**config.mk**
```make
export PLATFORM = sky130hd
export DESIGN_NAME = modified_utf8_decoder_flat
export DESIGN_NICKNAME = d
export VERILOG_FILES = /design/src/mu8_pkg.sv /design/src/mu8_in_if.sv /design/src/mu8_out_if.sv /design/src/mu8_core.sv /design/src/modified_utf8_decoder.sv /design/src/flat_wrapper.sv
export SDC_FILE = /design/constraint.sdc
export NUM_CORES = 1
export LEC_CHECK = 0
export BUFFER_PORTS_ARGS = -buffer_cell sky130_fd_sc_hd__buf_2
export CAP_MARGIN = 0
export CELL_PAD_IN_SITES_DETAIL_PLACEMENT = 1
export CELL_PAD_IN_SITES_GLOBAL_PLACEMENT = 2
export CORE_UTILIZATION = 43
export CTS_BUF_LIST = sky130_fd_sc_hd__clkbuf_4
export DETAILED_ROUTE_END_ITERATION = 16
export GPL_TIMING_DRIVEN = 0
export PLACE_DENSITY = 0.86
export SYNTH_ARGS = -nofsm -noshare
export SYNTH_HDL_FRONTEND = slang
export SYNTH_HIERARCHICAL = 1
export SYNTH_SLANG_ARGS = --single-unit
```
**constraint.sdc**
```tcl
create_clock -name clk -period 8.2 [get_ports clk]
set_input_delay 0.82 -clock clk [delete_from_list [all_inputs] [get_ports clk]]
set_output_delay 0.82 -clock clk [all_outputs]
set_load 0.05 [all_outputs]
```
**src/mu8_pkg.sv**
```systemverilog
// ----------------------------------------------------------------------------
// mu8_pkg
// Shared types and constants of the modified UTF-8 decoder.
// ----------------------------------------------------------------------------
package mu8_pkg;

	// Sequence forms selected by the lead byte
	typedef enum logic [1:0] {
		FORM_ONE   = 2'd0,
		FORM_TWO   = 2'd1,
		FORM_THREE = 2'd2,
		FORM_SIX   = 2'd3
	} form_t;

	localparam logic [7:0]  LEAD_SIX       = 8'hED;
	localparam logic [7:0]  LEAD_THREE_MIN = 8'hE0;
	localparam logic [7:0]  LEAD_TWO_MIN   = 8'hC0;
	localparam logic [20:0] SUPP_BASE      = 21'h10000;

	localparam logic [2:0]  LEN_ONE   = 3'd1;
	localparam logic [2:0]  LEN_TWO   = 3'd2;
	localparam logic [2:0]  LEN_THREE = 3'd3;
	localparam logic [2:0]  LEN_SIX   = 3'd6;

	// One decoded character
	typedef struct packed {
		logic [20:0] code_point;
		logic [2:0]  bytes_used;
		logic [15:0] char_index;
		logic        incomplete;
		logic        last;
	} result_t;

endpackage

```
**src/mu8_in_if.sv**
```systemverilog
// ----------------------------------------------------------------------------
// mu8_in_if
// Byte channel: valid/ready handshake with one raw byte and an end mark.
// ----------------------------------------------------------------------------
interface mu8_in_if;
	logic       valid;
	logic       ready;
	logic [7:0] byte_value;
	logic       end_of_string;

	modport source (output valid, output byte_value, output end_of_string, input ready);
	modport sink   (input valid, input byte_value, input end_of_string, output ready);
endinterface

```
**src/mu8_out_if.sv**
```systemverilog
// ----------------------------------------------------------------------------
// mu8_out_if
// Character channel: valid/ready handshake with one decoded character.
// ----------------------------------------------------------------------------
interface mu8_out_if;
	logic        valid;
	logic        ready;
	logic [20:0] code_point;
	logic [2:0]  bytes_used;
	logic [15:0] char_index;
	logic        incomplete;
	logic        last;

	modport source (output valid, output code_point, output bytes_used,
		output char_index, output incomplete, output last, input ready);
	modport sink   (input valid, input code_point, input bytes_used,
		input char_index, input incomplete, input last, output ready);
endinterface

```
**src/mu8_core.sv**
```systemverilog
// ----------------------------------------------------------------------------
// mu8_core
// Sequence state and per-byte decode; builds a character when one completes or the string ends.
// ----------------------------------------------------------------------------
module mu8_core #(
	parameter int INDEX_BITS = 16
) (
	input  logic             clk,
	input  logic             arst_n,
	input  logic             valid,      // staged byte present
	input  logic [7:0]       byte_value,
	input  logic             end_of_string,
	input  logic             advance,    // staged byte is consumed this cycle
	output logic             emit,       // staged byte completes a character or ends the string
	output mu8_pkg::result_t result
);

	logic [2:0]            pending_q;
	mu8_pkg::form_t        form_q;
	logic [20:0]           partial_q;
	logic [2:0]            pos_q;
	logic [INDEX_BITS-1:0] count_q;

	logic [2:0]            pending_d;
	mu8_pkg::form_t        form_d;
	logic [20:0]           partial_d;
	logic [2:0]            pos_d;
	logic [20:0]           cont_bits;
	logic                  done;
	logic [INDEX_BITS+15:0] index_ext;

	function automatic logic [2:0] form_length(mu8_pkg::form_t f);
		case (f)
			mu8_pkg::FORM_TWO:   form_length = mu8_pkg::LEN_TWO;
			mu8_pkg::FORM_THREE: form_length = mu8_pkg::LEN_THREE;
			mu8_pkg::FORM_SIX:   form_length = mu8_pkg::LEN_SIX;
			default:             form_length = mu8_pkg::LEN_ONE;
		endcase
	endfunction

	// payload of a continuation byte at its place in the sequence
	always_comb begin
		cont_bits = '0;
		case (form_q)
			mu8_pkg::FORM_SIX: begin
				case (pos_q)
					3'd1:    cont_bits = {1'b0, byte_value[3:0], 16'd0};
					3'd3:    cont_bits = {5'd0, byte_value[5:0], 10'd0};
					3'd4:    cont_bits = {11'd0, byte_value[3:0], 6'd0};
					3'd5:    cont_bits = {15'd0, byte_value[5:0]};
					default: cont_bits = '0;
				endcase
			end
			mu8_pkg::FORM_THREE: begin
				case (pos_q)
					3'd1:    cont_bits = {9'd0, byte_value[5:0], 6'd0};
					3'd2:    cont_bits = {15'd0, byte_value[5:0]};
					default: cont_bits = '0;
				endcase
			end
			mu8_pkg::FORM_TWO: begin
				if (pos_q == 3'd1) begin
					cont_bits = {15'd0, byte_value[5:0]};
				end
			end
			default: cont_bits = '0;
		endcase
	end

	always_comb begin
		if (pending_q == 3'd0) begin
			if (byte_value == mu8_pkg::LEAD_SIX) begin
				form_d    = mu8_pkg::FORM_SIX;
				partial_d = mu8_pkg::SUPP_BASE;
			end else if (byte_value >= mu8_pkg::LEAD_THREE_MIN) begin
				form_d    = mu8_pkg::FORM_THREE;
				partial_d = {5'd0, byte_value[3:0], 12'd0};
			end else if (byte_value >= mu8_pkg::LEAD_TWO_MIN) begin
				form_d    = mu8_pkg::FORM_TWO;
				partial_d = {10'd0, byte_value[4:0], 6'd0};
			end else begin
				form_d    = mu8_pkg::FORM_ONE;
				partial_d = {14'd0, byte_value[6:0]};
			end
			pending_d = form_length(form_d) - 3'd1;
			pos_d     = 3'd1;
		end else begin
			form_d    = form_q;
			partial_d = partial_q + cont_bits;
			pending_d = pending_q - 3'd1;
			pos_d     = pos_q + 3'd1;
		end
	end

	assign done      = (pending_d == 3'd0);
	assign emit      = valid && (done || end_of_string);
	assign index_ext = {16'd0, count_q};

	always_comb begin
		result.code_point = partial_d;
		result.bytes_used = form_length(form_d);
		result.char_index = index_ext[15:0];
		result.incomplete = !done && end_of_string;
		result.last       = end_of_string;
	end

	always_ff @(posedge clk or negedge arst_n) begin
		if (!arst_n) begin
			pending_q <= '0;
			form_q    <= mu8_pkg::FORM_ONE;
			partial_q <= '0;
			pos_q     <= '0;
			count_q   <= '0;
		end else if (advance) begin
			if (emit) begin
				pending_q <= '0;
				form_q    <= mu8_pkg::FORM_ONE;
				partial_q <= '0;
				pos_q     <= '0;
				if (end_of_string) begin
					count_q <= '0;
				end else if (count_q != {INDEX_BITS{1'b1}}) begin
					count_q <= count_q + 1'b1;
				end
			end else begin
				pending_q <= pending_d;
				form_q    <= form_d;
				partial_q <= partial_d;
				pos_q     <= pos_d;
			end
		end
	end

	// an open sequence never expects more than five more bytes
	a_pending_range: assert property (@(posedge clk) disable iff (!arst_n)
		pending_q <= 3'd5)
		else $error("pending byte count out of range");

	// position and pending bytes always add up to the form length
	a_pos_pending: assert property (@(posedge clk) disable iff (!arst_n)
		pending_q != 3'd0 |-> (pos_q + pending_q) == form_length(form_q))
		else $error("sequence position and pending count disagree");

endmodule

```
**src/modified_utf8_decoder.sv**
```systemverilog
// ----------------------------------------------------------------------------
// modified_utf8_decoder
// Decodes a modified UTF-8 byte stream into one character per sequence.
// ----------------------------------------------------------------------------
// Path: a completing byte passes the input stage, then the result register,
//   before its character can be taken.
// Throughput: one byte per cycle, set by the single decode pass between the
//   input stage and the result register; stalls only on a held result.
// Reset (arst_n low, asynchronous): stages empty, no open sequence,
//   character index back to zero.
// ----------------------------------------------------------------------------
module modified_utf8_decoder #(
	parameter int INDEX_BITS = 16
) (
	input logic       clk,
	input logic       arst_n,
	mu8_in_if.sink    byte_stream,
	mu8_out_if.source char_stream
);

	// input stage
	logic       valid_s1;
	logic [7:0] byte_s1;
	logic       eos_s1;

	// result register
	logic             res_valid_q;
	mu8_pkg::result_t res_q;

	logic             emit;
	logic             advance;
	mu8_pkg::result_t result;

	// The staged byte moves on unless it makes a character and the result
	// register is still held by the sink. Bytes in mid-sequence never wait.
	assign advance = valid_s1 && (!emit || !res_valid_q || char_stream.ready);

	// Take a new byte when the stage is empty or emptying this cycle.
	assign byte_stream.ready = !valid_s1 || advance;

	always_ff @(posedge clk or negedge arst_n) begin
		if (!arst_n) begin
			valid_s1 <= 1'b0;
		end else if (byte_stream.ready) begin
			valid_s1 <= byte_stream.valid;
		end
	end

	always_ff @(posedge clk) begin
		if (byte_stream.ready && byte_stream.valid) begin
			byte_s1 <= byte_stream.byte_value;
			eos_s1  <= byte_stream.end_of_string;
		end
	end

	mu8_core #(
		.INDEX_BITS(INDEX_BITS)
	) u_core (
		.clk           (clk),
		.arst_n        (arst_n),
		.valid         (valid_s1),
		.byte_value    (byte_s1),
		.end_of_string (eos_s1),
		.advance       (advance),
		.emit          (emit),
		.result        (result)
	);

	// Result register: loaded on each emitted character, cleared once taken.
	always_ff @(posedge clk or negedge arst_n) begin
		if (!arst_n) begin
			res_valid_q <= 1'b0;
		end else if (advance && emit) begin
			res_valid_q <= 1'b1;
		end else if (char_stream.ready) begin
			res_valid_q <= 1'b0;
		end
	end

	always_ff @(posedge clk) begin
		if (advance && emit) begin
			res_q <= result;
		end
	end

	assign char_stream.valid      = res_valid_q;
	assign char_stream.code_point = res_q.code_point;
	assign char_stream.bytes_used = res_q.bytes_used;
	assign char_stream.char_index = res_q.char_index;
	assign char_stream.incomplete = res_q.incomplete;
	assign char_stream.last       = res_q.last;

	// a held byte blocks the input side
	a_hold_blocks: assert property (@(posedge clk) disable iff (!arst_n)
		valid_s1 && !advance |-> !byte_stream.ready)
		else $error("input accepted while staged byte is held");

	// a truncated sequence always closes its string
	a_incomplete_last: assert property (@(posedge clk) disable iff (!arst_n)
		char_stream.valid && char_stream.incomplete |-> char_stream.last)
		else $error("incomplete character not marked last");

	// only the four form lengths appear
	a_len_legal: assert property (@(posedge clk) disable iff (!arst_n)
		char_stream.valid |-> (char_stream.bytes_used == mu8_pkg::LEN_ONE ||
			char_stream.bytes_used == mu8_pkg::LEN_TWO ||
			char_stream.bytes_used == mu8_pkg::LEN_THREE ||
			char_stream.bytes_used == mu8_pkg::LEN_SIX))
		else $error("illegal sequence length");

	// the first character after a string end starts again at index zero
	a_index_restart: assert property (@(posedge clk) disable iff (!arst_n)
		advance && emit && res_valid_q && res_q.last |=> res_q.char_index == 16'd0)
		else $error("character index did not restart after string end");

endmodule

```
**src/flat_wrapper.sv**
```systemverilog
// flat-port wrapper written by rule: the top's interface ports become plain ports
module modified_utf8_decoder_flat 
#(
	parameter int INDEX_BITS = 16
)
  (clk, arst_n, byte_stream_valid, byte_stream_byte_value, byte_stream_end_of_string, byte_stream_ready, char_stream_valid, char_stream_code_point, char_stream_bytes_used, char_stream_char_index, char_stream_incomplete, char_stream_last, char_stream_ready);
  mu8_in_if byte_stream_i ();
  mu8_out_if char_stream_i ();
  input logic clk;
  input logic arst_n;
  input wire logic [$bits(byte_stream_i.valid)-1:0] byte_stream_valid;
  input wire logic [$bits(byte_stream_i.byte_value)-1:0] byte_stream_byte_value;
  input wire logic [$bits(byte_stream_i.end_of_string)-1:0] byte_stream_end_of_string;
  output wire logic [$bits(byte_stream_i.ready)-1:0] byte_stream_ready;
  output wire logic [$bits(char_stream_i.valid)-1:0] char_stream_valid;
  output wire logic [$bits(char_stream_i.code_point)-1:0] char_stream_code_point;
  output wire logic [$bits(char_stream_i.bytes_used)-1:0] char_stream_bytes_used;
  output wire logic [$bits(char_stream_i.char_index)-1:0] char_stream_char_index;
  output wire logic [$bits(char_stream_i.incomplete)-1:0] char_stream_incomplete;
  output wire logic [$bits(char_stream_i.last)-1:0] char_stream_last;
  input wire logic [$bits(char_stream_i.ready)-1:0] char_stream_ready;
  assign byte_stream_i.valid = byte_stream_valid;
  assign byte_stream_i.byte_value = byte_stream_byte_value;
  assign byte_stream_i.end_of_string = byte_stream_end_of_string;
  assign byte_stream_ready = byte_stream_i.ready;
  assign char_stream_valid = char_stream_i.valid;
  assign char_stream_code_point = char_stream_i.code_point;
  assign char_stream_bytes_used = char_stream_i.bytes_used;
  assign char_stream_char_index = char_stream_i.char_index;
  assign char_stream_incomplete = char_stream_i.incomplete;
  assign char_stream_last = char_stream_i.last;
  assign char_stream_i.ready = char_stream_ready;
  modified_utf8_decoder #(.INDEX_BITS(INDEX_BITS)) u_core (.clk(clk), .arst_n(arst_n), .byte_stream(byte_stream_i), .char_stream(char_stream_i));
endmodule
```
======== After elaboration in Yosys (flattened, before gate mapping) ========
Index checks and enable logic that the tools add are counted.
storage, ports and cells
  bits in registers ....................... 98
  input bits .............................. 13
  output and inout port bits .............. 44
  logic and storage cells ................. 81
cells by class
  add/sub/neg operators ................... 5
  $lt $le $gt $ge ......................... 2
  eq/ne operators ......................... 16
  mux-type cells .......................... 26
  reduce and logical (&&, ||, !) cells .... 18
operators with widths
  kind                                                                 count
  20-bit case mux with 4 select lines                                  1
  21-bit case mux with 3 select lines                                  1
  16-bit 2-to-1 mux                                                    3
  21-bit 2-to-1 mux                                                    2
  12-bit case mux with 2 select lines                                  1
  21-bit adder                                                         1
  3-bit case mux with 3 select lines                                   2
  17-bit 2-to-1 mux                                                    1
  16-bit by 1-bit adder with 16-bit output (second input constant)     1
  8-bit >= comparator (second input constant)                          2
  16-bit inequality test (second input constant)                       1
  3-bit 2-to-1 mux                                                     5
  2-bit == test (second input constant)                                6
  11-bit 2-to-1 mux                                                    1
  2-bit 2-to-1 mux                                                     5
  8-bit == test (second input constant)                                1
  2-bit by 1-bit == test with 1-bit output (second input constant)     3
  3-bit by 2-bit == test with 1-bit output (second input constant)     2
  3-bit == test (second input constant)                                2
  3-bit zero test                                                      2
  6-bit 2-to-1 mux                                                     1
  3-bit by 1-bit subtractor with 3-bit output (second input constant)  2
  1-bit logical AND                                                    5
  1-bit zero test                                                      4
  6 further kinds                                                      12

======== Logic depth before layout (Yosys ltp) ========
  depth after elaboration ................. 19
  gate-level depth with buffers ........... 18
  gate-level depth less buffers ........... 16

======== Cells and area by module ========
Netlist, hierarchy kept.
modules (own cells, without submodules)
  module                 times used  cells each  area each (um2)  sequential area each (um2)
  mu8_core               1           469         3828.7           1126.1
  modified_utf8_decoder  1           61          1637.8           1581.5

======== Worst setup path after synthesis ========
No wires, ideal clock.
  path kind ............................... reg-to-reg
  from .................................... register u_core.u_core.pending_q[2]
  to ...................................... register u_core.res_q, in the netlist u_core/char_stream.bytes_used[0] (enable)
  setup time .............................. 441 ps
  arrival time ............................ 3821 ps
  data required time ...................... 7759 ps
  slack ................................... 3937 ps
  stages on the path, launching flop included .. 14
  path buffers ............................ 2
  period minus slack after synthesis ...... 4263 ps
  cell sequence ........................... dfrtp_1 -> or3_1 -> clkbuf_1 -> clkbuf_1 -> nor2_1 -> nor2_1 -> ha_1 -> and3_1 -> o21ai_0 -> inv_1 -> nor2_1 -> clkinv_2 -> nand2_1 -> nor2_1
on the way
  word-level cells in the longest chain between the ends .. 10
  elaborated cells on any way between the ends .. 11
  those cells by class .................... 1 x add/sub; 1 x mux; 9 x reduce/logical
RTL lines
  what                                                                                   RTL line                        text
  start: declaration                                                                     mu8_core.sv:18                  logic [2:0] pending_q;
  start signal: assignment                                                               mu8_core.sv:126                 pending_q <= pending_d;
  3-bit by 1-bit subtractor with 3-bit output / 3-bit zero test (equally long branches)  mu8_core.sv:90, mu8_core.sv:71
  3-bit 2-to-1 mux (*)                                                                   mu8_core.sv:71                  if (pending_q == 3'd0) begin
  3-bit zero test (*)                                                                    mu8_core.sv:95                  assign done = (pending_d == 3'd0);
  1-bit logical OR (*)                                                                   mu8_core.sv:96                  assign emit = valid && (done || end_of_string);
  1-bit logical AND (*)                                                                  mu8_core.sv:96
  named net u_core.emit                                                                  modified_utf8_decoder.sv:30     logic emit;
  1-bit zero test                                                                        modified_utf8_decoder.sv:36     assign advance = valid_s1 && (!emit || !res_valid_q || char_stream.ready);
  1-bit logical OR (2 in a row)                                                          modified_utf8_decoder.sv:36
  1-bit logical AND                                                                      modified_utf8_decoder.sv:36
  1-bit logical AND (*)                                                                  modified_utf8_decoder.sv:81     if (advance && emit) begin
  end signal: assignment                                                                 modified_utf8_decoder.sv:82     res_q <= result;
  end: declaration                                                                       modified_utf8_decoder.sv:28     mu8_pkg::result_t res_q;
The timed path passes the listed nets; every way through them passes the cells marked *.
A chain may end at the register's enable or synchronous reset.

======== Worst setup path after layout ========
  from .................................... register u_core.u_core.pending_q[2]
  to ...................................... register u_core.u_core.partial_q[2]
on the way
  word-level cells in the longest chain between the ends .. 9
  elaborated cells on any way between the ends .. 12
  those cells by class .................... 1 x add/sub; 3 x mux; 8 x reduce/logical
RTL lines
  what                                                                                   RTL line                        text
  3-bit by 1-bit subtractor with 3-bit output / 3-bit zero test (equally long branches)  mu8_core.sv:90, mu8_core.sv:71
  3-bit 2-to-1 mux (*)                                                                   mu8_core.sv:71
  3-bit zero test (*)                                                                    mu8_core.sv:95
  1-bit logical OR (*)                                                                   mu8_core.sv:96
  1-bit logical AND (*)                                                                  mu8_core.sv:96
  named net u_core.emit                                                                  modified_utf8_decoder.sv:30
  1-bit zero test (*)                                                                    modified_utf8_decoder.sv:36
  1-bit logical OR (*) (2 in a row)                                                      modified_utf8_decoder.sv:36
  1-bit logical AND (*)                                                                  modified_utf8_decoder.sv:36
  named net u_core.advance                                                               modified_utf8_decoder.sv:31     logic advance;
  end signal: assignment                                                                 mu8_core.sv:128                 partial_q <= partial_d;
  end: declaration                                                                       mu8_core.sv:20                  logic [20:0] partial_q;
Marks and branches as above.

==> summary.txt <==
Placed design
  • PortBufs: 56
  • Place WS: 3380 ps
  • Placed wire-length estimate: 11.3 mm
  • GPL Wtd Cong: 0.857

Clock tree
  • Root buf cell: clkbuf_4
  • Clock transition at path regs: 160 ps
  • Post_cts resized: 0
  • Setup bufs post-CTS: 0
  • Longest Clk Path Bufs: 2
  • Num CTS Buffers: 9
  • H-tree depth: 3
  • Worst-Skew Late Latency: 490 ps
  • CTS tree: done
  • Sink Count: 98
  • Hold-fix buffers at CTS: 0

Finish
  • Share of layout cells above drive strength 1: 16.9%
  • P&R area growth vs syn: 12.2%
  • # fillers: 1429
  • Nets: 640
  • Multi-input gate area: 2580 um2
  • Ant diodes: 0
  • Reg area: 2710 um2

Global route
  • Largest net degree at the start of global routing: 48
  • First-pass GRT wire length: 24.5 mm
  • Initial antenna violation count: 0
  • Total Routing Usage GR: 24.9%
  • Vias in the first global route: 4517
  • Gr ovfl total: 0

Critical path
  • Critical path buffers and inverters: 8
  • Top cell by count, worst path: clkbuf_1
  • CP max stage delay: 530 ps
  • Capturing element type of the critical path: flip-flop
  • CP startpoint kind: flip-flop
  • Critical path peak fanout: 11
  • Delay-heaviest family, CP: buffers and inverters
  • Crit Path Category: reg -> reg
  • Slowest CP cell: dfrtp_1
  • Worst-path cell chain: or3_1, clkbuf_1, clkbuf_1, nor2_1, nor2_1, inv_1, ha_1, and3_1, o21ai_0, inv_1, nor2_1, clkinv_2, a21boi_1, clkbuf_1, clkbuf_1, clkbuf_1, o21ai_0
  • WP data arrival: 5230 ps
  • Req. time, crit path: 8550 ps

Yosys
  • Share of synthesized registers carrying an async set or reset: 48.0%
  • Seq/Total Area, Yosys: 49.5%
  • Syn. warnings: 6
  • Post-synth EDFFs: 51
  • Syn Area/Cell: 10.3 um2
  • Top_reg_cell synth: edfxtp_1
  • Post-synth net total: 572
  • Distinct cells, synth: 61
  • Yosys reg bits: 98
  • Synth Instances: 530
  • Post-Syn Area: 5470 um2

STA
  • Fin. max-slew vios: 0
  • Worst setup margin: 3310 ps
  • TNS Setup: 0 ps
  • Fin. Hold Viols: 0
  • Final Cycle Share: 59.6%
  • RSZ-0062 raised after global routing: no
  • Tightest Pin Transition: 1200 ps
  • FMAX: 0.205 GHz
  • Slew HR: 20.1%
  • Clock Skews: 23.2 ps
  • Setup Viol. Count Final: 0
  • Minimum clock period: 4890 ps

Pwr
  • Clock group share of total power: 17.3%
  • Sw Share: 43.0%
  • Reg power frac: 43.1%
  • Combinational group share of total power: 39.6%
  • P_leak: 2.57 nW
  • Net switching power: 0.681 mW
  • Max VDD drop: 0.000132 V
  • Total power per unit cell area: 258 nW/um2
  • P_int: 0.904 mW

Route
  • First-pass iteration count of the detailed router: 4
  • ANT nets after route: 0
  • DR WL/cell: 20.1 um
  • Vias: 4453
  • DR vias/cell: 5.78
  • Drt initial violations: 231
  • Routed wire length: 15.5 mm
  • Remaining DRCs: 0

Floorplan
  • Initial Util: 44.8%
  • Die ar.: 13200 um2
  • Io pins: 57
  • Die H: 115 um
  • Die X: 115 um
  • Site row count: 40
  • Core outline area: 12200 um2

Hold path
  • Min-delay worst type: reg -> reg

Run status
  • Status: complete, no violations

Job
  • Maxcap violations: 0
power groups by stage:
| stage | logic (mW) | clock network (mW) | registers, mW |
|---|---|---|---|
| after floorplan | 0.329 | 0 | 0.797 |
| after global routing | 0.679 | 0.299 | 0.695 |
| after CTS | 0.628 | 0.284 | 0.684 |
| after detailed placement | 0.625 | 0 | 0.693 |
| after global placement | 0.599 | 0 | 0.691 |
| final | 0.628 | 0.273 | 0.683 |
cell families (layout without fill, tap and decap cells):
family                     Yosys count  after routing  synth area share, %
DFF                                 98             98                 49.5
muxes                                5              5                0.984
buffers and inverters               47            120                 3.43
adders and majority gates           29             29                 6.78
and+or+nand+nor                    188            188                 18.9
AOI/OAI and AO/OA                  144            144                 17.3
xor gates and xnor gates            19             19                 3.04
through the flow:
stage / util (%) / hold slack (ps) / instance area [um2] / instances / power, mW
after floorplan: - / 423 / 5470 / 530 / 1.13
final: 50.2 / 467 / 6130 / 771 / 1.58
after global routing: 50.2 / 477 / 6130 / 771 / 1.67
after detailed placement: 49.1 / 433 / 5990 / 755 / 1.32
after global placement: 48.8 / 430 / 5960 / 754 / 1.29
after CTS: 50.2 / 470 / 6130 / 771 / 1.60
state kept, by name (all words and copies together) (netlist names), 2 cells and up:
| signal | cells |
|---|---|
| u_core/u_core/count_q | 16 |
| u_core/char_stream.code_point | 21 |
| u_core/u_core/form_q | 2 |
| u_core/u_core/pending_q | 3 |
| u_core/char_stream.bytes_used | 3 |
| u_core/u_core/partial_q | 21 |
| u_core/byte_s1 | 8 |
| u_core/u_core/pos_q | 3 |
| u_core/char_stream.char_index | 16 |
cells in the mapped netlist (9+ instances only):
master / count / area [um2]
clkbuf_1: 19 / 71.3
a21oi_1: 32 / 160
edfxtp_1: 51 / 1530
o21ai_1: 12 / 60.1
nor2_1: 35 / 131
a31o_2: 13 / 114
o21ai_0: 25 / 125
and3_1: 9 / 56.3
inv_1: 20 / 75.1
nand2_1: 39 / 146
ha_1: 28 / 350
dfrtp_1: 47 / 1180
xnor2_1: 12 / 105
nor2b_1: 19 / 119
and2_1: 18 / 113
nand3_1: 25 / 125
worst register-to-register path, delay by kind of cell (launching register included):
family	cells	cell delay (ps)
and+or+nand+nor	5	800
DFF	1	530
AOI/OAI and AO/OA	3	510
adders and majority gates	1	230
buffers and inverters	8	2670
layout make-up:
type / instances / share of cell area [%]
sequential: 98 / 44.2
tap: 168 / 3.43
buffer: 26 / 1.76
inverter: 21 / 1.31
timing repair buffer: 57 / 5.02
clock inverter: 6 / 1.04
multi-input combinational: 385 / 42.1
clock buffer: 10 / 1.22
final timing paths:
kind,from,slack [ps],cells past startpoint,endpoint
min reg2reg,u_core/u_core/count_q[13],470,0,u_core/char_stream.char_index[13]
max reg2reg,u_core/u_core/pending_q[2],3310,17,u_core/u_core/partial_q[2]
min,u_core/u_core/count_q[13],470,0,u_core/char_stream.char_index[13]
max in group asynchronous,arst_n,6910,1,u_core/u_core/partial_q[20]
min in group asynchronous,arst_n,560,1,u_core/u_core/count_q[13]
max,u_core/u_core/pending_q[2],3310,17,u_core/u_core/partial_q[2]
routing by layer:
| layer | global-route usage [%] | vias up | routed length, um |
|---|---|---|---|
| met4 | 10.7 | 0 | 349 |
| li1 | - | 2084 | - |
| met1 | 31.6 | 2249 | 6890 |
| met5 | 0 | - | 0 |
| met3 | 3.22 | 25 | 476 |
| met2 | 42.7 | 95 | 7800 |
placed cells by master, fill, tap and decap left out, types with 8 or more instances in the layout:
master,synthesis,routed
inv_1,20,20
nor2_1,35,34
a31o_2,13,13
dfrtp_1,47,47
nor2b_1,19,19
o21ai_1,12,12
clkbuf_4,0,10
nor3b_1,8,8
edfxtp_1,51,51
clkbuf_1,19,19
and3_1,9,9
a21oi_1,32,32
and2_1,18,18
o21ai_0,25,25
nand2_1,39,39
nand3_1,25,25
ha_1,28,28
xnor2_1,12,12
buf_2,2,58
Note: power is estimated with default switching activity, not from simulation.
